File: src/hdl/singly_linked_list_with_cursor_unit_macros.svh
// Assertion macros for the linked list unit.
// The checks compile to nothing when SYNTHESIS is defined.
`ifndef SINGLY_LINKED_LIST_WITH_CURSOR_UNIT_MACROS_SVH
`define SINGLY_LINKED_LIST_WITH_CURSOR_UNIT_MACROS_SVH
`ifndef SYNTHESIS
`define LLS_ASSERT_NOW(label, clk, rst, ante, cons) \
  label: assert property (@(posedge clk) disable iff (rst) (ante) |-> (cons)) \
    else $error("lls check failed");
`define LLS_ASSERT_NEXT(label, clk, rst, ante, cons) \
  label: assert property (@(posedge clk) disable iff (rst) (ante) |=> (cons)) \
    else $error("lls check failed");
`else
`define LLS_ASSERT_NOW(label, clk, rst, ante, cons)
`define LLS_ASSERT_NEXT(label, clk, rst, ante, cons)
`endif
`endif

File: src/hdl/lls_pkg.sv
package lls_pkg;

  localparam int DEF_NODE_COUNT = 64;
  localparam int DEF_VALUE_BITS = 32;
  localparam int ACT_W = 4;
  localparam int WORD_W = 32;

  typedef enum logic [ACT_W-1:0] {
    ACT_CLEAR        = 4'd0,
    ACT_INS_HEAD     = 4'd1,
    ACT_CURSOR_HEAD  = 4'd2,
    ACT_READ_HEAD    = 4'd3,
    ACT_DEL_HEAD     = 4'd4,
    ACT_DEL_AFTER    = 4'd5,
    ACT_INS_AFTER    = 4'd6,
    ACT_READ_CURSOR  = 4'd7,
    ACT_WRITE_CURSOR = 4'd8,
    ACT_ADVANCE      = 4'd9
  } act_t;

  typedef enum logic [1:0] {
    ST_IDLE,
    ST_LOOK,
    ST_EXEC
  } state_t;

  // Commands from the controller to the datapath.
  typedef struct packed {
    logic load;
    logic look;
    logic exec;
  } cmd_t;

endpackage

File: src/hdl/lls_ctrl.sv
`include "singly_linked_list_with_cursor_unit_macros.svh"

module lls_ctrl import lls_pkg::*; (
  input  logic clk,
  input  logic rst,
  input  logic in_valid,
  output logic in_stall,
  output cmd_t cmd,
  output logic out_valid,
  input  logic out_stall
);

  state_t state;
  state_t state_next;
  logic   out_free;

  assign out_free = !out_valid || !out_stall;

  always_ff @(posedge clk) begin
    if (rst) begin
      state <= ST_IDLE;
    end else begin
      state <= state_next;
    end
  end

  always_comb begin
    state_next = state;
    unique case (state)
      ST_IDLE: begin
        if (in_valid) begin
          state_next = ST_LOOK;
        end
      end
      ST_LOOK: begin
        state_next = ST_EXEC;
      end
      ST_EXEC: begin
        // The result register must be free before the item commits.
        if (out_free) begin
          state_next = ST_IDLE;
        end
      end
      default: begin
        state_next = ST_IDLE;
      end
    endcase
  end

  always_comb begin
    in_stall = 1'b1;
    cmd      = '0;
    unique case (state)
      ST_IDLE: begin
        in_stall = 1'b0;
        cmd.load = in_valid;
      end
      ST_LOOK: begin
        cmd.look = 1'b1;
      end
      ST_EXEC: begin
        cmd.exec = out_free;
      end
      default: begin
        in_stall = 1'b1;
      end
    endcase
  end

  always_ff @(posedge clk) begin
    if (rst) begin
      out_valid <= 1'b0;
    end else if (cmd.exec) begin
      out_valid <= 1'b1;
    end else if (!out_stall) begin
      out_valid <= 1'b0;
    end
  end

  `LLS_ASSERT_NEXT(a_load_to_look, clk, rst, cmd.load, state == ST_LOOK)
  `LLS_ASSERT_NEXT(a_look_to_exec, clk, rst, cmd.look, state == ST_EXEC)
  `LLS_ASSERT_NEXT(a_exec_fills_out, clk, rst, cmd.exec, out_valid && state == ST_IDLE)

endmodule

File: src/hdl/lls_dp.sv
`include "singly_linked_list_with_cursor_unit_macros.svh"

module lls_dp import lls_pkg::*; #(
  parameter int NODE_COUNT = DEF_NODE_COUNT,
  parameter int VALUE_BITS = DEF_VALUE_BITS
) (
  input  logic                     clk,
  input  logic                     rst,
  input  cmd_t                     cmd,
  input  logic [ACT_W-1:0]         action,
  input  logic signed [WORD_W-1:0] value,
  output logic signed [WORD_W-1:0] read_value,
  output logic                     error,
  output logic                     error_seen,
  output logic                     cursor_active,
  output logic                     list_empty
);

  localparam int AW = $clog2(NODE_COUNT);
  localparam int PW = $clog2(NODE_COUNT + 1);
  localparam logic [PW-1:0] NIL = PW'(NODE_COUNT);

  typedef logic [PW-1:0] ptr_t;

  function automatic logic is_node(input ptr_t p);
    return p < NIL;
  endfunction

  // Node store: values and next links, one read and one write port each.
  logic [VALUE_BITS-1:0] val_mem [NODE_COUNT];
  ptr_t                  link_mem [NODE_COUNT];

  ptr_t                  head;
  ptr_t                  cursor;
  ptr_t                  free_head;
  ptr_t                  fresh;
  logic                  sticky;
  act_t                  act_q;
  logic signed [WORD_W-1:0] val_q;
  ptr_t                  link_hold;

  ptr_t                  head_next;
  ptr_t                  cursor_next;
  ptr_t                  free_head_next;
  ptr_t                  fresh_next;
  logic                  sticky_next;
  logic                  err;
  logic signed [WORD_W-1:0] read_next;

  act_t                  act_in;
  logic                  free_ok;
  logic                  alloc_ok;
  ptr_t                  new_node;
  logic                  cur_ok;
  logic                  head_ok;
  logic [VALUE_BITS-1:0] fit_val;

  ptr_t                  link_raddr;
  logic                  link_ren;
  ptr_t                  link_rd;
  logic                  link_we;
  ptr_t                  link_waddr;
  ptr_t                  link_wdata;
  ptr_t                  val_raddr;
  logic [VALUE_BITS-1:0] val_rd;
  logic                  val_we;
  ptr_t                  val_waddr;

  assign act_in   = act_t'(action);
  assign free_ok  = is_node(free_head);
  assign alloc_ok = free_ok || (fresh < NIL);
  assign new_node = free_ok ? free_head : fresh;
  assign cur_ok   = is_node(cursor);
  assign head_ok  = is_node(head);
  assign fit_val  = VALUE_BITS'(val_q);

  // The first link read goes out in the cycle the item is accepted; the
  // second follows that link where the action needs two hops.
  always_comb begin
    link_raddr = cursor;
    if (cmd.load) begin
      unique case (act_in) inside
        ACT_INS_HEAD, ACT_INS_AFTER: link_raddr = free_head;
        ACT_DEL_HEAD:                link_raddr = head;
        default:                     link_raddr = cursor;
      endcase
    end else if (act_q == ACT_DEL_AFTER) begin
      link_raddr = link_rd;
    end
  end

  assign link_ren  = cmd.load || cmd.look;
  assign val_raddr = (act_in == ACT_READ_HEAD) ? head : cursor;

  always_ff @(posedge clk) begin
    if (link_we) begin
      link_mem[link_waddr[AW-1:0]] <= link_wdata;
    end
    if (link_ren) begin
      link_rd <= link_mem[link_raddr[AW-1:0]];
    end
  end

  always_ff @(posedge clk) begin
    if (val_we) begin
      val_mem[val_waddr[AW-1:0]] <= fit_val;
    end
    if (cmd.load) begin
      val_rd <= val_mem[val_raddr[AW-1:0]];
    end
  end

  always_comb begin
    head_next      = head;
    cursor_next    = cursor;
    free_head_next = free_head;
    fresh_next     = fresh;
    err            = 1'b0;
    read_next      = '0;
    link_we        = 1'b0;
    link_waddr     = cursor;
    link_wdata     = free_head;
    val_we         = 1'b0;
    val_waddr      = new_node;

    if (cmd.look) begin
      // Actions that rewrite two links do the first one here. The read of
      // the same entry in this cycle still returns the old link.
      unique case (act_q) inside
        ACT_DEL_AFTER: begin
          if (cur_ok && is_node(link_rd)) begin
            link_we    = 1'b1;
            link_waddr = link_rd;
            link_wdata = free_head;
          end
        end
        ACT_INS_AFTER: begin
          if (cur_ok && alloc_ok) begin
            link_we    = 1'b1;
            link_waddr = cursor;
            link_wdata = new_node;
          end
        end
        default: begin
          link_we = 1'b0;
        end
      endcase
    end

    if (cmd.exec) begin
      unique case (act_q) inside
        ACT_CLEAR: begin
          head_next      = NIL;
          cursor_next    = NIL;
          free_head_next = NIL;
          fresh_next     = '0;
        end
        ACT_INS_HEAD, ACT_INS_AFTER: begin
          if (act_q == ACT_INS_HEAD || cur_ok) begin
            if (alloc_ok) begin
              val_we     = 1'b1;
              val_waddr  = new_node;
              link_we    = 1'b1;
              link_waddr = new_node;
              if (act_q == ACT_INS_HEAD) begin
                link_wdata = head;
                head_next  = new_node;
              end else begin
                link_wdata = link_rd;
              end
              if (free_ok) begin
                free_head_next = link_hold;
              end else begin
                fresh_next = fresh + 1'b1;
              end
            end else begin
              err = 1'b1;
            end
          end
        end
        ACT_CURSOR_HEAD: begin
          cursor_next = head;
        end
        ACT_READ_HEAD: begin
          if (head_ok) begin
            read_next = WORD_W'($signed(val_rd));
          end else begin
            err = 1'b1;
          end
        end
        ACT_DEL_HEAD: begin
          if (head_ok) begin
            if (cursor == head) begin
              cursor_next = NIL;
            end
            head_next      = link_hold;
            link_we        = 1'b1;
            link_waddr     = head;
            link_wdata     = free_head;
            free_head_next = head;
          end
        end
        ACT_DEL_AFTER: begin
          if (cur_ok && is_node(link_hold)) begin
            link_we        = 1'b1;
            link_waddr     = cursor;
            link_wdata     = link_rd;
            free_head_next = link_hold;
          end
        end
        ACT_READ_CURSOR: begin
          if (cur_ok) begin
            read_next = WORD_W'($signed(val_rd));
          end else begin
            err = 1'b1;
          end
        end
        ACT_WRITE_CURSOR: begin
          if (cur_ok) begin
            val_we    = 1'b1;
            val_waddr = cursor;
          end
        end
        ACT_ADVANCE: begin
          if (cur_ok) begin
            cursor_next = link_hold;
          end
        end
        default: begin
          err = 1'b0;
        end
      endcase
    end
  end

  assign sticky_next = sticky || err;

  always_ff @(posedge clk) begin
    if (cmd.load) begin
      act_q <= act_in;
      val_q <= value;
    end
    if (cmd.look) begin
      link_hold <= link_rd;
    end
    if (cmd.exec) begin
      read_value    <= read_next;
      error         <= err;
      error_seen    <= sticky_next;
      cursor_active <= is_node(cursor_next);
      list_empty    <= !is_node(head_next);
    end
  end

  always_ff @(posedge clk) begin
    if (rst) begin
      head      <= NIL;
      cursor    <= NIL;
      free_head <= NIL;
      fresh     <= '0;
      sticky    <= 1'b0;
    end else if (cmd.exec) begin
      head      <= head_next;
      cursor    <= cursor_next;
      free_head <= free_head_next;
      fresh     <= fresh_next;
      sticky    <= sticky_next;
    end
  end

  `LLS_ASSERT_NOW(a_cursor_on_list, clk, rst, cursor < NIL, head < NIL)
  `LLS_ASSERT_NOW(a_fresh_bound, clk, rst, 1'b1, fresh <= NIL)
  `LLS_ASSERT_NEXT(a_sticky_holds, clk, rst, sticky, sticky)

endmodule

File: src/hdl/singly_linked_list_with_cursor_unit.sv
// Singly linked list of signed values held in a pool of NODE_COUNT nodes, with
// a head pointer and a cursor; each input item is one list action and gives
// exactly one result item. On its way to a loaded result register an item
// passes the accept cycle, which reads the node store, then the look state,
// which follows one more link through the single read port of the link
// memory, and then the exec state, which commits the writes and the result.
// A new item is accepted in the cycle after the commit, so the unit takes no
// new item before the last one has committed, and holds in the commit cycle
// while a finished result still waits. Clear frees the whole pool in one
// step, and the node store needs no clearing pass after reset.
module singly_linked_list_with_cursor_unit import lls_pkg::*; #(
  parameter int NODE_COUNT = DEF_NODE_COUNT,
  parameter int VALUE_BITS = DEF_VALUE_BITS
) (
  input  logic                     clk,
  input  logic                     rst,
  input  logic                     in_valid,
  output logic                     in_stall,
  input  logic [ACT_W-1:0]         action,
  input  logic signed [WORD_W-1:0] value,
  output logic                     out_valid,
  input  logic                     out_stall,
  output logic signed [WORD_W-1:0] read_value,
  output logic                     error,
  output logic                     error_seen,
  output logic                     cursor_active,
  output logic                     list_empty
);

  cmd_t cmd;

  lls_ctrl u_ctrl (
    .clk       (clk),
    .rst       (rst),
    .in_valid  (in_valid),
    .in_stall  (in_stall),
    .cmd       (cmd),
    .out_valid (out_valid),
    .out_stall (out_stall)
  );

  lls_dp #(
    .NODE_COUNT (NODE_COUNT),
    .VALUE_BITS (VALUE_BITS)
  ) u_dp (
    .clk           (clk),
    .rst           (rst),
    .cmd           (cmd),
    .action        (action),
    .value         (value),
    .read_value    (read_value),
    .error         (error),
    .error_seen    (error_seen),
    .cursor_active (cursor_active),
    .list_empty    (list_empty)
  );

endmodule
File: config.mk
export PLATFORM = sky130hd
export DESIGN_NAME = singly_linked_list_with_cursor_unit
export DESIGN_NICKNAME = d
export VERILOG_FILES = /design/src/hdl/lls_pkg.sv /design/src/hdl/lls_ctrl.sv /design/src/hdl/lls_dp.sv /design/src/hdl/singly_linked_list_with_cursor_unit.sv
export VERILOG_INCLUDE_DIRS = /design/src /design/src/hdl
export SDC_FILE = /design/constraint.sdc
export NUM_CORES = 2
export LEC_CHECK = 0
export BUFFER_PORTS_ARGS = -buffer_cell sky130_fd_sc_hd__buf_2
export CAP_MARGIN = 20
export CORE_UTILIZATION = 55
export CTS_CLUSTER_DIAMETER = 80
export DETAILED_ROUTE_END_ITERATION = 10
export GPL_TIMING_DRIVEN = 0
export PLACE_DENSITY = 0.72
export SKIP_CTS_REPAIR_TIMING = 1
export SLEW_MARGIN = 20
export SYNTH_ARGS = -nofsm -noshare
export SYNTH_HDL_FRONTEND = slang
export SYNTH_SLANG_ARGS = --single-unit
export TNS_END_PERCENT = 1
File: constraint.sdc
create_clock -name clk -period 5.9 [get_ports clk]
set_clock_uncertainty 0.05 [all_clocks]
set_input_delay 0.295 -clock clk [delete_from_list [all_inputs] [get_ports clk]]
set_output_delay 0.295 -clock clk [all_outputs]
set_load 0.02 [all_outputs]
After elaboration in Yosys (flattened, before gate mapping)

Memories as Yosys holds them, arrays and structs flattened. A register that Yosys moved wholly into a read port is not among the register bits.
Index checks and enable logic that the tools add are counted.

Add/sub/neg operators: 1
$lt $le $gt $ge: 8
Eq/ne operators: 25
Multiplexer cells: 85
Reduce and logical (&&, ||, !) cells: 20

Operators by type and width:

| kind                                           | count |
|---|---|
| two-way mux 7 bit                              | 27 |
| two-way mux 6 bit                              | 14 |
| two-way mux 32 bit                             | 2 |
| case mux 32 bit (2 select lines)               | 1 |
| < comparator 7 bit (second input constant)     | 8 |
| case mux 7 bit (4 select lines)                | 2 |
| case mux 7 bit (3 select lines)                | 2 |
| two-way mux 1 bit                              | 27 |
| == test 4 x 3 -> 1 bit (second input constant) | 6 |
| case mux 6 bit (3 select lines)                | 1 |
| case mux 7 bit (2 select lines)                | 1 |
| == test 4 x 2 -> 1 bit (second input constant) | 3 |
| != test 2 x 1 -> 1 bit (second input constant) | 6 |
| case mux 6 bit (2 select lines)                | 1 |
| == test 4 x 1 -> 1 bit (second input constant) | 2 |
| == test 4 bit (second input constant)          | 2 |
| adder 7 x 1 -> 7 bit (second input constant)   | 1 |
| == test 7 bit                                  | 1 |
| AND reduction 7 bit                            | 1 |
| != test 2 bit (second input constant)          | 3 |
| case mux 1 bit (3 select lines)                | 2 |
| case mux 2 bit (3 select lines)                | 1 |
| logical OR 1 bit                               | 5 |
| AND reduction 5 bit                            | 1 |
| other kinds (12)                               | 19 |

Register bits: 111
Memory bits (writable): 2496
Input bits: 40
Output and inout port bits: 38
Word-level logic and storage cells: 156
Memories kept: 2

Memories:

| name          | depth | width | read ports | clocked after Yosys merged registers in | wr ports | line         | text |
|---|---|---|---|---|---|---|---|
| u_dp.val_mem  | 64    | 32    | 1          | 1                                       | 1        | lls_dp.sv:30 | `logic [VALUE_BITS-1:0] val_mem [NODE_COUNT];` |
| u_dp.link_mem | 64    | 7     | 1          | 1                                       | 1        | lls_dp.sv:31 | `ptr_t link_mem [NODE_COUNT];` |

Logic depth before layout (Yosys ltp)

Word-level depth: 12
Mapped depth: 14
Gate-level depth less buffers: 11

Modules after synthesis

A second synthesis with hierarchy kept.

Cell total of the unflattened synthesis: 4990
Area total of the unflattened synthesis: 103795.8 um2

By module, submodules not included:

| module   | times used | cells an instance | area each (um2) | sequential area each (um2) |
|---|---|---|---|---|
| lls_dp   | 1          | 4975              | 103658.2        | 79075.8 |
| lls_ctrl | 1          | 15                | 137.6           | 60.1 |

Worst setup path after synthesis

Ideal clock, no wire load.

Path type: reg2reg
From: reg u_dp.act_q[1]
To: mem u_dp.link_mem[0][6] (netlist bit) (data pin)
Library setup time: 0.702 ns
Arrival: 4.347 ns
Required time: 5.148 ns
Path slack: 0.801 ns
Cell stages (with the launch flop): 8
Path buffers: 2
Period minus slack after synthesis: 5.099 ns
Cell sequence: edfxtp_1 > clkbuf_1 > nor2_1 > nand2_1 > nor3_1 > clkbuf_1 > a222oi_1 > o21ai_0

Cells in the longest elaborated chain, start to end: 7
Elaborated cells between the ends (all ways): 15
Classes of those cells: 4 x eq/ne; 9 x mux; 2 x reduce/logical

Ends and longest elaborated chain:

| item                                    | line          | text |
|---|---|---|
| start, declared                         | lls_dp.sv:38  | `act_t act_q;` |
| start signal, assigned                  | lls_dp.sv:240 | `act_q <= act_in;` |
| == test 4 x 3 -> 1 bit (no source line) | --            |  |
| two-way mux 7 bit                       | lls_dp.sv:129 | `unique case (act_q) inside` |
| two-way mux 7 bit                       | lls_dp.sv:126 | `if (cmd.look) begin` |
| two-way mux 7 bit                       | lls_dp.sv:160 | `if (alloc_ok) begin` |
| two-way mux 7 bit                       | lls_dp.sv:159 | `if (act_q == ACT_INS_HEAD \|\| cur_ok) begin` |
| case mux 7 bit (3 select lines)         | lls_dp.sv:151 | `unique case (act_q) inside` |
| two-way mux 7 bit *                     | lls_dp.sv:150 | `if (cmd.exec) begin` |
| named net u_dp.link_wdata[6]            | lls_dp.sv:63  | `ptr_t link_wdata;` |
| end, declared                           | lls_dp.sv:31  |  |

Mark *: on every way through the listed nets, which the timed path passes. The rest lies on a longest branch.

Final worst setup path

From: reg u_dp.cursor[2]
To: reg u_dp.val_rd[13] (read register of u_dp.val_mem) (data pin)

Cells in the longest elaborated chain, start to end: 1

Ends and longest elaborated chain:

| item                   | line          | text |
|---|---|---|
| start, declared        | lls_dp.sv:34  | `ptr_t cursor;` |
| start signal, assigned | lls_dp.sv:264 | `cursor <= cursor_next;` |
| two-way mux 6 bit      | lls_dp.sv:93  | `assign val_raddr = (act_in == ACT_READ_HEAD) ? head : cursor;` |
| end, declared          | lls_dp.sv:65  | `logic [VALUE_BITS-1:0] val_rd;` |

No other way between the ends.
A chain may end at the register's enable or synchronous reset.

==> metrics.cfg <==
[final_layout]
final_cell_mix=edfxtp_1 (2614), nand2_1 (656), mux4_2 (512), clkbuf_16 (289), clkbuf_1 (255)
area_delta_synth_final_pct=16.2
fin_nets=6132
final_common_cell=edfxtp_1
layout-drive-gt1-share_pct=21.6

[grt]
grt_overflow=0
grt_start_max_net_pins=53
gr-usage-met1_pct=39.8
met2_usage_pct=45.3
use_met3_pct=8.03
grt_antenna_before_repair=15
grt.total_usage_pct=29.4
grt-busiest-layer=met2
grt_pass1_wl_mm=398
grt_pass1_vias=57000

[yosys]
postSynth.asyncResetShare_pct=0
yosysWarnings=0
synth_ff_type=edfxtp_1
synth_adder_area_share_pct=0.0121
synth_seq_cells=2646
synth-simple-area-share_pct=5.62
synth_cells=5504
ys_types=75
post-synth-top-area-fraction_pct=76.1
muxShareOfSynthArea_pct=11.7
synth_top_family_by_area=multiplexers
avgSynthCellArea_sq_um=18.8
syn_area_sq_um=103000
synth.top_cells.by_area=edfxtp_1 (76%), mux4_2 (11%), nand2_1 (2.4%)
synth_nets=5545
synthXorXnorAreaFrac_pct=0.0849
synth-compound-area-share_pct=4.51
yosysTopAreaCell=edfxtp_1
synth_edf_count=2614
seq_area_frac_synth_pct=76.7

[clock_tree]
insertion_delay_ps=930
clkSinkCount=2646
ctsHtreeMaxLevel=5
cts_root_buffer=clkbuf_16
cts_tree=done
clk_pin_slew_ps=60
numCtsBuffers=281
clk_path_buf_depth=4

[detailed_routing]
vias=58100
ant_nets=0
wl_mm=281
drt_iter0_drc=8030
drtPass1Iterations=10
viasPerCell=6.62
wl_per_cell_um=32.0
drc_errors=0

[critical_path]
worstPathCellList=clkbuf_1, mux2_2, clkbuf_2, clkbuf_2, clkbuf_1, nand2_1, a311oi_1, a21oi_1, a21oi_1
worst-setup-path-type=reg2reg
reg2reg_to=u_dp.val_rd[13]$_DFFE_PP_
r2r_slack_ps=290
critical_path_arrival_ps=6280
worst_setup_path_start_kind=flip-flop
r2r-start=u_dp.cursor[2]$_SDFFE_PP0P_
path_buf_inv=4
slowest_stage=a311oi_1
cpPeakStageDelay_ps=810
crit_family=buffers and inverters
reg2reg_depth=9
required_ps=6580
path_max_fanout=11
critPathCaptureType=flip-flop

[sta]
setup_slack_ps=293
setup-tns-final_ps=0
finalCriticalPeriod_ps=5610
worstMarginPinSlew_ps=1430
slew_violations=0
grt_setup_unrepaired=no
max_slew_margin_pct=4.01
period_share_pct=95.0
max_freq_mhz=178
hold_viol_final=0
setup_viol=0

[power]
vdd_drop_max_mv=0.391
p_leak_uw=0.0383
pwr_density_cell_nw_per_um2=323

[placement]
dpl_worst_slack_ps=20.5
hpwl_mm=187
numPortBuffers=76
globalplace.congestion=0.987

[floorplan]
die_h_um=435
coreArea_sq_um=186000
fp.dieW_um=435
initial_core_util_pct=55.5
top_level_ports=78
rows=158
die_area_sq_um=189000

[worst_hold_path]
hp-start=value[11]
holdPathStages=2
hold_path.class=in2reg
whs_endpoint=u_dp.fit_val[11]$_DFFE_PP_

[flow_run]
cap_violations=0

[run_status]
status=finished, final reports clean

-- layer usage --
layer	vias to the layer above	part of all wire, %	wire length [um]
met3	755	11	32200
met5	-	0.0089	25
met2	3863	47	132000
met4	4	4.8	13400
met1	29900	37	104000
li1	23500	-	-
-- sequential cells by signal, indices dropped and copies added (netlist names), 2 cells and up --
register	flops
u_dp.free_head	7
u_dp.link_hold	7
u_dp.fit_val	32
u_dp.read_value	32
u_dp.link_mem	448
u_dp.val_rd	32
u_dp.link_rd	7
u_dp.head	7
u_dp.act_q	4
u_dp.val_mem	2048
u_ctrl.state	2
u_dp.fresh	7
u_dp.cursor	7
-- layout make-up --
type / count / area (sq um)
Antenna cell: 10 / 25.0
Buffer: 342 / 1470
Clock buffer: 345 / 7440
Clock inverter: 129 / 1010
Fill cell: 12200 / 65900
Inverter: 8 / 32.5
Multi-Input combinational cell: 2508 / 23300
Sequential cell: 2646 / 79100
Tap cell: 2480 / 3100
Timing Repair Buffer: 304 / 4430
-- worst max path at each step --
| stage | startpoint | endpoint | slack (ps) | cells past startpoint |
|---|---|---|---|---|
| detailed placement | action[3] | u_dp.val_rd[19]$_DFFE_PP_ | 20 | 11 |
| floorplan | u_dp.act_q[1]$_DFFE_PP_ | u_dp.link_mem[0][6]$_DFFE_PP_ | 800 | 7 |
| global route | u_dp.cursor[2]$_SDFFE_PP0P_ | u_dp.val_rd[13]$_DFFE_PP_ | 370 | 9 |
| global placement | u_dp.act_q[1]$_DFFE_PP_ | u_dp.link_mem[44][6]$_DFFE_PP_ | -3450 | 7 |
| CTS | u_dp.cursor[2]$_SDFFE_PP0P_ | u_dp.val_rd[19]$_DFFE_PP_ | 40 | 9 |
| finish | u_dp.cursor[2]$_SDFFE_PP0P_ | u_dp.val_rd[13]$_DFFE_PP_ | 290 | 9 |
-- cells in the mapped netlist, drive strengths merged (13+ instances only) --
| library cell | count |
|---|---|
| and3 | 17 |
| clkbuf | 207 |
| buf | 135 |
| a21oi | 165 |
| dfxtp | 32 |
| or3 | 13 |
| a31oi | 74 |
| o21ai | 34 |
| nand2b | 14 |
| o2111ai | 14 |
| nand2 | 656 |
| nand4 | 14 |
| o2bb2ai | 22 |
| a22oi | 21 |
| mux2i | 45 |
| nor3 | 52 |
| a311oi | 96 |
| nand3 | 81 |
| nor2b | 16 |
| a32o | 13 |
| nor2 | 204 |
| mux4 | 512 |
| a211oi | 145 |
| edfxtp | 2614 |
| and2 | 160 |
-- per-stage QoR --
stage	cell area (sq um)	total power, uW	std cells	util [%]	hold WS (ps)
final	120000	38700	8772	64.5	9.05
after floorplan	103000	21700	5504	-	344
after global routing	120000	39500	8766	64.5	-2.49
after global placement	107000	22200	8060	57.4	421
after CTS	119000	38700	8721	64.3	-550
after detailed placement	111000	22400	8247	59.7	423
-- power breakdown --
group,leakage (uW),switching [uW],internal (uW),total [uW]
clock network,0.00413,7040,9610,16700
registers,0.0231,96.2,20700,20800
logic,0.0111,850,392,1240
total,0.0383,7990,30700,38700
-- worst register-to-register path: cells and delay by family, from the launching register on --
| family | cells | cell delay, ps |
|---|---|---|
| AOI/OAI and AO/OA | 3 | 1730 |
| buffers and inverters | 4 | 2440 |
| DFF | 1 | 300 |
| muxes | 1 | 800 |
| and+or+nand+nor | 1 | 100 |
-- logic make-up (layout without fill, tap and decap cells) --
| logic type | count (synthesis) | in the layout |
|---|---|---|
| AO/OA/AOI/OAI | 658 | 658 |
| XOR/XNOR | 10 | 10 |
| adder cells (fa/ha/maj) | 1 | 1 |
| buffers and inverters | 350 | 1128 |
| flip-flops | 2646 | 2646 |
| multiplexers | 562 | 562 |
| other | 0 | 10 |
| AND/OR/NAND/NOR | 1277 | 1277 |
Note: power is estimated with default switching activity, not from simulation.
